File: config.mk
export PLATFORM = sky130hd
export DESIGN_NAME = sha1_byte_stream_hasher_unit
export DESIGN_NICKNAME = d
export VERILOG_FILES = /design/src/hw/rtl/sha1_pkg.sv /design/src/hw/rtl/sha1_byte_stream_hasher_unit.sv /design/src/hw/rtl/sha1_round.sv
export VERILOG_INCLUDE_DIRS = /design/src /design/src/hw/rtl
export SDC_FILE = /design/constraint.sdc
export NUM_CORES = 2
export LEC_CHECK = 0
export BUFFER_PORTS_ARGS = -buffer_cell sky130_fd_sc_hd__buf_2
export CAP_MARGIN = 5
export CORE_UTILIZATION = 40
export CTS_CLUSTER_DIAMETER = 150
export CTS_CLUSTER_SIZE = 30
export DETAILED_ROUTE_END_ITERATION = 7
export SLEW_MARGIN = 10
export SYNTH_ARGS = -nofsm -noshare
export SYNTH_HDL_FRONTEND = slang
export SYNTH_SLANG_ARGS = --single-unit
File: constraint.sdc
create_clock -name clk -period 12.7 [get_ports clk]
set_input_delay 0.635 -clock clk [delete_from_list [all_inputs] [get_ports clk]]
set_output_delay 0.635 -clock clk [all_outputs]
set_load 0.005 [all_outputs]
File: src/hw/rtl/assert_macros.svh
// Assertion helpers for the RTL tree.
`ifndef ASSERT_MACROS_SVH
`define ASSERT_MACROS_SVH

// Check an implication on every clock edge outside reset.
`define ASSERT_IMPL(label, clk, rst, ante, cons, msg) \
  label: assert property (@(posedge clk) disable iff (rst) (ante) |-> (cons)) \
    else $error(msg);

// Check a condition on every clock edge outside reset.
`define ASSERT_ALWAYS(label, clk, rst, cond, msg) \
  label: assert property (@(posedge clk) disable iff (rst) (cond)) \
    else $error(msg);

`endif

File: src/hw/rtl/sha1_pkg.sv
`timescale 1ns / 1ps
`default_nettype none
package sha1_pkg;

  localparam logic [1:0] REQ_BYTE    = 2'd0;
  localparam logic [1:0] REQ_FINISH  = 2'd1;
  localparam logic [1:0] REQ_RESTART = 2'd2;

  typedef struct packed {
    logic [1:0] req_type;
    logic [7:0] data_byte;
  } in_word_t;

  typedef struct packed {
    logic [31:0] digest_word;
    logic [2:0]  word_index;
    logic        status;
    logic        last;
  } out_word_t;

  // Control from sequencer to round unit.
  typedef struct packed {
    logic       start;   // load working vars from hash
    logic       step;    // run one round
    logic [6:0] rnd;     // round number 0..79
    logic       fold;    // add working vars into hash
    logic       init;    // reload initial values
  } rnd_ctl_t;

  function automatic logic [31:0] init_h(input logic [2:0] i);
    case (i)
      3'd0:    init_h = 32'h67452301;
      3'd1:    init_h = 32'hEFCDAB89;
      3'd2:    init_h = 32'h98BADCFE;
      3'd3:    init_h = 32'h10325476;
      default: init_h = 32'hC3D2E1F0;
    endcase
  endfunction

  function automatic logic [31:0] round_k(input logic [6:0] r);
    if (r < 7'd20)      round_k = 32'h5A827999;
    else if (r < 7'd40) round_k = 32'h6ED9EBA1;
    else if (r < 7'd60) round_k = 32'h8F1BBCDC;
    else                round_k = 32'hCA62C1D6;
  endfunction

endpackage
`default_nettype wire

File: src/hw/rtl/sha1_byte_stream_hasher_unit.sv
`timescale 1ns / 1ps
`default_nettype none
// Channel  Dir  Payload               Handshake
// in       in   sha1_pkg::in_word_t   in_valid / in_ready
// out      out  sha1_pkg::out_word_t  out_valid / out_ready
// The 64th byte of a block starts its compression: the schedule words are
// gathered byte by byte, then 80 rounds of the shared round unit, then a fold.
// Finish pads and compresses one or two blocks, then emits five words, one per
// cycle when out_ready is high; once done it re-emits them, and a failed stream emits one status word.
// Reset is synchronous; it reloads the initial chaining values at once.
// in_ready is low while a block compresses or results drain.
module sha1_byte_stream_hasher_unit (
  input  wire logic                clk,
  input  wire logic                rst,
  input  wire logic                in_valid,
  output logic                     in_ready,
  input  wire sha1_pkg::in_word_t  in_data,
  output logic                     out_valid,
  input  wire logic                out_ready,
  output sha1_pkg::out_word_t      out_data
);
  `include "assert_macros.svh"

  typedef enum logic [2:0] {ST_IDLE, ST_PAD, ST_LOAD, ST_ROUND, ST_FOLD, ST_EMIT}
    state_t;

  state_t      state;
  logic [7:0]  mem [64];
  logic [5:0]  fill;
  logic [63:0] bit_cnt;
  logic        done, bad, finishing, second;
  logic [6:0]  rnd;
  logic [31:0] wq [16];
  logic [31:0] w_cur, w_new, rd_word;
  logic [2:0]  emit_idx;
  logic        emit_fail;
  logic [7:0]  pad_byte;
  sha1_pkg::rnd_ctl_t ctl;

  // Message schedule: sliding window of 16 words, built from memory.
  always_comb begin
    w_new = wq[13] ^ wq[8] ^ wq[2] ^ wq[0];
    w_new = {w_new[30:0], w_new[31]};
    w_cur = (rnd < 7'd16) ? wq[rnd[3:0]] : w_new;
  end

  assign ctl.start = (state == ST_LOAD);
  assign ctl.step  = (state == ST_ROUND);
  assign ctl.rnd   = rnd;
  assign ctl.fold  = (state == ST_FOLD);
  assign ctl.init  = (state == ST_IDLE) && in_valid && in_ready &&
                     in_data.req_type == sha1_pkg::REQ_RESTART;

  sha1_round u_round (
    .clk(clk), .rst(rst), .ctl(ctl), .w(w_cur), .rd_idx(emit_idx), .rd_word(rd_word)
  );

  assign in_ready  = (state == ST_IDLE) && !out_valid;

  // Pad byte at current fill: 0x80 first, zeros, then the length field.
  always_comb begin
    if (!second && fill == 6'd0 && !finishing)
      pad_byte = 8'h80;
    else if (fill >= 6'd56 && second)
      pad_byte = bit_cnt[8'(7'd63 - {fill[2:0], 3'b0}) -: 8];
    else
      pad_byte = 8'h00;
  end

  logic [5:0] load_cnt;

  always_ff @(posedge clk) begin
    if (rst) begin
      state <= ST_IDLE; fill <= '0; bit_cnt <= '0; done <= 1'b0; bad <= 1'b0;
      out_valid <= 1'b0; finishing <= 1'b0; second <= 1'b0; rnd <= '0;
      emit_idx <= '0; emit_fail <= 1'b0; load_cnt <= '0;
    end else begin
      case (state)
        ST_IDLE: begin
          if (out_valid && out_ready) begin
            if (emit_fail || emit_idx == 3'd4) out_valid <= 1'b0;
            else emit_idx <= emit_idx + 3'd1;
          end
          if (in_valid && in_ready) begin
            case (in_data.req_type)
              sha1_pkg::REQ_BYTE: begin
                if (done || bad) bad <= 1'b1;
                else begin
                  mem[fill] <= in_data.data_byte;
                  fill <= fill + 6'd1;
                  bit_cnt <= bit_cnt + 64'd8;
                  if (bit_cnt == 64'hFFFF_FFFF_FFFF_FFF8) bad <= 1'b1;
                  if (fill == 6'd63) begin
                    load_cnt <= '0; state <= ST_LOAD;
                  end
                end
              end
              sha1_pkg::REQ_FINISH: begin
                emit_idx <= '0;
                if (bad) begin
                  emit_fail <= 1'b1; out_valid <= 1'b1;
                end else if (done) begin
                  emit_fail <= 1'b0; out_valid <= 1'b1;
                end else begin
                  // Write 0x80 now; the rest is padded in ST_PAD.
                  mem[fill] <= 8'h80;
                  fill <= fill + 6'd1;
                  finishing <= 1'b1;
                  second <= (fill < 6'd56);
                  state <= (fill == 6'd63) ? ST_LOAD : ST_PAD;
                  load_cnt <= '0;
                end
              end
              sha1_pkg::REQ_RESTART: begin
                fill <= '0; bit_cnt <= '0; done <= 1'b0; bad <= 1'b0;
              end
              default: ;
            endcase
          end
        end
        ST_PAD: begin
          mem[fill] <= second ? pad_byte : 8'h00;
          fill <= fill + 6'd1;
          if (fill == 6'd63) begin
            load_cnt <= '0; state <= ST_LOAD;
          end
        end
        ST_LOAD: begin
          // Gather 16 words from memory, one byte per cycle.
          wq[load_cnt[5:2]] <= {wq[load_cnt[5:2]][23:0], mem[load_cnt]};
          load_cnt <= load_cnt + 6'd1;
          if (load_cnt == 6'd63) begin
            rnd <= '0; state <= ST_ROUND;
          end
        end
        ST_ROUND: begin
          // Hold the first 16 words in place; slide once expansion starts.
          if (rnd >= 7'd16) begin
            for (int i = 0; i < 15; i++) wq[i] <= wq[i + 1];
            wq[15] <= w_new;
          end
          rnd <= rnd + 7'd1;
          if (rnd == 7'd79) state <= ST_FOLD;
        end
        ST_FOLD: begin
          fill <= '0;
          if (!finishing) state <= ST_IDLE;
          else if (!second) begin
            second <= 1'b1; state <= ST_PAD;
          end else begin
            finishing <= 1'b0; second <= 1'b0; done <= 1'b1;
            emit_fail <= 1'b0; emit_idx <= '0; out_valid <= 1'b1;
            state <= ST_IDLE;
          end
        end
        default: state <= ST_IDLE;
      endcase
    end
  end

  always_comb begin
    out_data.digest_word = emit_fail ? 32'd0 : rd_word;
    out_data.word_index  = emit_fail ? 3'd0 : emit_idx;
    out_data.status      = emit_fail;
    out_data.last        = emit_fail || emit_idx == 3'd4;
  end

  `ASSERT_IMPL(a_no_in_while_out, clk, rst, out_valid, !in_ready, "input taken while emitting")
  `ASSERT_ALWAYS(a_idx_range, clk, rst, emit_idx <= 3'd4, "word index out of range")
  `ASSERT_IMPL(a_fail_single, clk, rst, out_valid && emit_fail, emit_idx == 3'd0, "bad fail index")

endmodule
`default_nettype wire

File: src/hw/rtl/sha1_round.sv
`timescale 1ns / 1ps
`default_nettype none
// Shared SHA-1 round datapath: one round per step, holds the chaining words.
module sha1_round (
  input  wire logic               clk,
  input  wire logic               rst,
  input  wire sha1_pkg::rnd_ctl_t ctl,
  input  wire logic [31:0]        w,
  input  wire logic [2:0]         rd_idx,
  output logic [31:0]             rd_word
);

  logic [31:0] h [5];
  logic [31:0] a, b, c, d, e;
  logic [31:0] f, t;

  always_comb begin
    if (ctl.rnd < 7'd20)
      f = (b & c) | (~b & d);
    else if (ctl.rnd >= 7'd40 && ctl.rnd < 7'd60)
      f = (b & c) | (b & d) | (c & d);
    else
      f = b ^ c ^ d;
    t = {a[26:0], a[31:27]} + f + e + w + sha1_pkg::round_k(ctl.rnd);
  end

  always_ff @(posedge clk) begin
    if (rst || ctl.init) begin
      for (int i = 0; i < 5; i++) h[i] <= sha1_pkg::init_h(3'(i));
    end else if (ctl.fold) begin
      h[0] <= h[0] + a; h[1] <= h[1] + b; h[2] <= h[2] + c;
      h[3] <= h[3] + d; h[4] <= h[4] + e;
    end
    if (ctl.start) begin
      a <= h[0]; b <= h[1]; c <= h[2]; d <= h[3]; e <= h[4];
    end else if (ctl.step) begin
      e <= d; d <= c; c <= {b[1:0], b[31:2]}; b <= a; a <= t;
    end
  end

  always_comb begin
    case (rd_idx)
      3'd0:    rd_word = h[0];
      3'd1:    rd_word = h[1];
      3'd2:    rd_word = h[2];
      3'd3:    rd_word = h[3];
      default: rd_word = h[4];
    endcase
  end

endmodule
`default_nettype wire
After elaboration in Yosys (flattened, before gate mapping)
Memories as Yosys holds them, arrays and structs flattened. A register that Yosys moved wholly into a read port is not among the register bits.
Cells that the tools add are included.

storage, ports and cells
  register bits = 255
  bits in latches = 0
  memory bits (writable) = 1184
  ROM bits = 0
  input port bits = 14
  output and inout port bits = 39
  word-level logic and storage cells = 274
  memories = 3

memory list
  memory     words  width  read ports  clocked after Yosys merged registers in  wr ports  line                                source
  mem        64     8      1           1                                        1         sha1_byte_stream_hasher_unit.sv:28  logic [7:0] mem [64];
  wq         16     32     18          2                                        16        sha1_byte_stream_hasher_unit.sv:33  logic [31:0] wq [16];
  u_round.h  5      32     5           0                                        5         sha1_round.sv:13                    logic [31:0] h [5];

operators by class
  add/subtract/negate cells = 15
  multipliers = 0
  div/mod/pow operators = 0
  order comparisons = 8
  eq/ne operators = 31
  shift-type cells = 1
  muxes and demuxes = 142
  bitwise gates (word level) = 20
  reductions and logical operators = 37

operators with widths
  kind                   count
  $mux 32                27
  $add 32x32->32         9
  $xor 32x32->32         5
  $and 32x32->32         4
  $pmux 32 s4            1
  $pmux 64 s2            1
  $or 32x32->32          3
  $shiftx 71x9->8        1
  $mux 6                 11
  $add 64x4->64 const B  1
  $eq 64x64->1 const B   1
  $mux 64                1
  $mux 1                 60
  $pmux 6 s3             3
  $mux 3                 14
  $mux 8                 5
  $not 32->32            1
  $reduce_or 32->1       1
  $mux 31                1
  $reduce_and 6->1       4
  $mux 4                 5
  $ne 3x3->1 const B     5
  $pmux 3 s5             1
  $lt 7x5->1 const B     2
  40 further kinds       87

Longest topological paths before layout
  depth in word-level cells = 11
  depth in mapped cells = 25
  gate-level depth less buffers = 22

Modules after synthesis
From an unflattened synthesis, not the netlist that was laid out.

second synthesis, totals
  cell total of the unflattened synthesis = 6089
  area total of the unflattened synthesis = 80034.3 µm²

by module, submodules not included
  module                        instances  cells an instance  area an instance (µm²)  sequential area each (µm²)
  sha1_byte_stream_hasher_unit  1          3496               53557.6                 32791.4
  sha1_round                    1          2593               26476.6                 9609.2

Worst setup path after synthesis
Ideal clock, no wire load.

  kind = reg2reg
  start point = register state[1]
  end point = memory wq[15][0], enable pin
  setup time = 0.466 ns
  arrival = 10.305 ns
  data required time = 12.234 ns
  path slack = 1.929 ns
  stages on the path, launching flop included = 10
  buffers on the path = 3
  clock period less this slack = 10.771 ns
  cell sequence = dfxtp_1 inv_1 nor2_1 nand2_1 nor2_1 nand2_1 clkbuf_1 clkbuf_1 clkbuf_1 o21ai_0

RTL lines
  element                 line                                 source
  from (decl)             sha1_byte_stream_hasher_unit.sv:27   state_t state;
  from (signal assigned)  sha1_byte_stream_hasher_unit.sv:110  state <= (fill == 6'd63) ? ST_LOAD : ST_PAD;
  to (decl)               sha1_byte_stream_hasher_unit.sv:33

Worst setup path after layout
  start point = register rnd[4]
  end point = register u_round.a[28] (data pin)

on the way
  word-level cells in the longest chain between the ends = 10
  elaborated cells between the ends (all ways) = 18
  those cells by class = add/sub: 4; order compare: 5; mux: 8; reduce/logical: 1

RTL lines
  element                                          line                                 source
  from (decl)                                      sha1_byte_stream_hasher_unit.sv:32   logic [6:0] rnd;
  from (signal assigned)                           sha1_byte_stream_hasher_unit.sv:142  rnd <= rnd + 7'd1;
  $ge 7x6->1 / $lt 7x6->1 (equally long branches)  sha1_round.sv:20, sha1_pkg.sv:43
  $logic_and 1x1->1                                sha1_round.sv:20                     else if (ctl.rnd >= 7'd40 && ctl.rnd < 7'd60)
  $mux 32                                          sha1_round.sv:20
  $mux 32                                          sha1_round.sv:18                     if (ctl.rnd < 7'd20)
  $add 32x32->32 (3 in series)                     sha1_round.sv:24                     t = {a[26:0], a[31:27]} + f + e + w + sha1_pkg::round_k(ctl.rnd);
  $add 32x32->32 (*)                               sha1_round.sv:24
  $mux 32 (*)                                      sha1_round.sv:36                     end else if (ctl.step) begin
  $mux 32 (*)                                      sha1_round.sv:34                     if (ctl.start) begin
  to (signal assigned)                             sha1_round.sv:35                     a <= h[0]; b <= h[1]; c <= h[2]; d <= h[3]; e <= h[4];
  to (decl)                                        sha1_round.sv:14                     logic [31:0] a, b, c, d, e;

Mark *: on every way between the ends. The rest lies on a longest branch, timed or not. The select of a mux whose other input is x is not followed.
A chain may end at the register's enable or synchronous reset.

==> results.md <==
* Worst endpoint required time at 13.15 ns
* Top-area cell type share of the netlist area at 51.29%
* Syn. warnings at 0
* Biggest area consumer among synthesized cells: edfxtp_1
* Post-CTS Resized at 0
* Nets at 6121
* # IOs at 53
* Max clock buf depth at 3
* Slowest stage delay, CP at 0.53 ns
* Vias in the first global route at 48957
* Die X-Extent at 445.5 µm
* Clock sink count at 1446
* Post-DP HPWL at 141000 µm
* H-tree depth at 2
* Sequential cell fraction of total power at 66.6%
* First-pass GRT wire length at 323800 µm
* Sequential fraction of the synthesis area at 53.89%
* Largest delay share family, worst path: compound AO/OA/AOI/OAI gates
* EDFF count, synth at 1344
* Max stage delay cell, worst path: fa_1
* Initial Utilization at 40.31%
* DR pass1 iterations at 6
* Measured slew at the worst slew-check pin at 1.146 ns
* GRT Total Usage at 21.55%
* Net Switching at 1.713 mW
* Internal power at 6.106 mW
* PortBufs at 52
* # rows at 162
* CP Launch Type: register
* Drt initial violations at 5183
* Residual DRC at 0
* Max-slew violation count at 0
* Reg2Reg Depth at 20
* Clk_lat worst skew at 0.80 ns
* Drt wl/cell at 25.75 µm
* Global route overflow at 0
* Dpl cell area at 81680 µm²
* Yosys reg bits at 1446
* Pwr dens at 93.86 nW/µm²
* Post-route insts no fill at 8418
* # placed instances at 8321
* Skew final at 0.08522 ns
* Placer Congestion at 0.8964
* Hold Worst Slack at 0.1624 ns
* Worst R2R Setup Slack at 6.54 ns
* Setup TNS at 0 ns
* Final setup vio count at 0
* Initial antenna violation count at 4
* Slew margin rel. at 23.51%
* Tmin final at 6.159 ns
* Combinational power share at 3.2%
* Core Footprint at 195200 µm²
* Die ar. at 198500 µm²
* Post-Syn Area at 78680 µm²
* Post-route design area at 83300 µm²
* Layout cells sized above 1 at 12.50%
* Largest net degree at the start of global routing at 212
* Vias per cell at 5.945
* Worst-path fanout max at 34
* Clock-pin transition on the worst setup and hold timing paths at 0.12 ns
* Critical path depth at 20
* Root Driver: clkbuf_16
* Post-Syn Nets at 6301
* VDD IR max at 0.1060 mV
* CTS Buf Count at 54
* Die Ht at 445.5 µm
* Hold Path Origin: out_ready
* Hold Violations, Final at 0
* CP endpoint kind: register
* Reg-to-reg startpoint: rnd[4]$_SDFFE_PP0P_
* Max Fclk at 162.4 MHz
* Hold path endpoint: out_valid$_SDFFE_PP0P_
* PnR Total Power at 7.819 mW
* Predominant post-synthesis flop cell: edfxtp_1
* Most common cell in the synthesized netlist: edfxtp_1
* Post-Route WL at 216800 µm
* Most common library cells after synthesis: edfxtp_1 (1344), nand2_1 (637), a21o_1 (568), mux4_2 (452), nor2_1 (380)
* Hold Buf Count CTS at 0
* Number of distinct library cells after synthesis at 77
* Async SR Flop Fraction at 0%
* RR Endpoint: u_round.a[28]$_DFFE_PP_
* Worst hold path type: in2reg
* Top cells by area, synth: edfxtp_1 (51%), mux4_2 (13%), a21o_1 (5.4%), ha_1 (3.7%), fa_1 (3.2%)
* WHS Path Cells at 4
* Max-cap violation count at 0
* Clock Power Share at 30.1%
* CP bufs+invs at 3
* Syn Inst Count at 5933
* Synth-to-layout area growth at 5.865%
* Status: complete, no violations
* Switching fraction of total power at 21.90%
* TritonCTS clock tree: done
* Static leakage at 29.15 nW
* Cells along the critical path: and3_1, nor3_2, buf_4, inv_1, buf_4, nand2_1, a31oi_1, fa_1, fa_1, fa_1, ha_1, a211oi_1, o21ai_0, a31oi_1, o211a_1, nand4b_1, and3b_1, o21ai_0, xnor2_1, o21ai_0
* RSZ-0062 raised after global routing: false
* Critical path class: reg2reg
* Worst Path Arrival at 6.60 ns
* Routed Antenna Nets at 0
* Setup bufs post-CTS at 0
* Vias at 50046
* Avg Cell Area, Syn at 13.26 µm²
* Tcrit/Tclk final at 48.50%
## worst max path at each step
stage | from | end
6_report | rnd[4]$_SDFFE_PP0P_ | u_round.a[28]$_DFFE_PP_
5_1_grt | rnd[5]$_SDFFE_PP0P_ | u_round.a[28]$_DFFE_PP_
4_1_cts | register | u_round.a[28]$_DFFE_PP_
3_5_place_dp | register | u_round.a[24]$_DFFE_PP_
3_3_place_gp | register | u_round.a[24]$_DFFE_PP_
2_1_floorplan | state[1]$_SDFFE_PP0P_ | wq[15][0]$_DFFE_PP_
## routing by layer
layer  share of wire, %  up-vias  GRT usage [%]
li1                   -    22156              -
met1                 43    25995          30.48
met2                 48     1690          35.75
met3                6.0      205          2.410
met4                2.3        0          4.664
met5                  0        -              0
## per-stage QoR
| step | utilization [%] | setup slack [ns] |
|---|---|---|
| 2_1_floorplan | - | 1.929 |
| 3_3_place_gp | 41.84 | 6.559 |
| 3_5_place_dp | 41.84 | 6.558 |
| 4_1_cts | 42.67 | 6.525 |
| 5_1_grt | 42.67 | 6.057 |
| 6_report | 42.67 | 6.541 |
## state kept, by name, summed over array words and instances, names as in the netlist, named ones only
name / count
u_round.e: 32
emit_idx: 3
wq: 512
u_round.b: 32
mem: 512
out_valid: 1
second: 1
u_round.a: 32
state: 3
load_cnt: 6
rnd: 7
finishing: 1
done: 1
bad: 1
emit_fail: 1
u_round.c: 32
fill: 6
u_round.d: 32
u_round.h: 160
bit_cnt: 61
## tightest hold or removal path: stages
cell	delay [ns]
buf_2	0.11
nand2_1	0.05
a21oi_1	0.05
nor2_1	0.07
## cells in the final DEF (no fill, tap or decap), drive strengths merged, types with 7 or more instances in the layout
master / n
edfxtp: 1344
nand2: 637
a21o: 568
mux4: 452
nor2: 380
ha: 230
a21oi: 217
o21ai: 207
xnor2: 185
inv: 141
buf: 129
fa: 124
nand3: 118
dfxtp: 102
xor2: 98
clkbuf: 86
nor3: 78
a22oi: 68
nor2b: 55
and3: 50
a31oi: 49
o21bai: 49
and2: 49
or3: 45
mux2i: 30
nand4: 30
o21a: 25
nand2b: 24
a211oi: 24
o31ai: 18
o211ai: 12
or2: 12
nor3b: 11
o31a: 9
o22ai: 8
a31o: 8
a21boi: 8
a2111oi: 7
nor4: 7
## cell type report
class / instances / area (µm²)
diodes: 4 / 10.01
multi-input cells: 3981 / 34520
clock inverters: 7 / 137.6
inverters: 141 / 529.3
fillers: 17786 / 111900
clock buffers: 86 / 1471
flip-flops and latches: 1446 / 42430
well taps: 2624 / 3283
repair buffers: 129 / 913.4
## cells by family after synthesis
family | Yosys count | synth area share [%]
AND/OR/NAND/NOR | 1520 | 8.647
flip-flops | 1446 | 53.89
AO/OA/AOI/OAI | 1337 | 11.48
buffers and inverters | 506 | 2.627
multiplexers | 487 | 13.39
adder cells (fa/ha/maj) | 354 | 6.812
XOR/XNOR | 283 | 3.150
## power groups by stage
stage                     clock, mW  combinational [mW]  sequential (mW)
after floorplan                   0               0.168             5.32
after global placement            0               0.246             5.32
after detailed placement          0               0.252             5.32
after CTS                      2.41               0.253             5.21
after global routing           2.53               0.275             5.21
final                          2.36               0.252             5.21
Power figures use the tool's default switching activity.
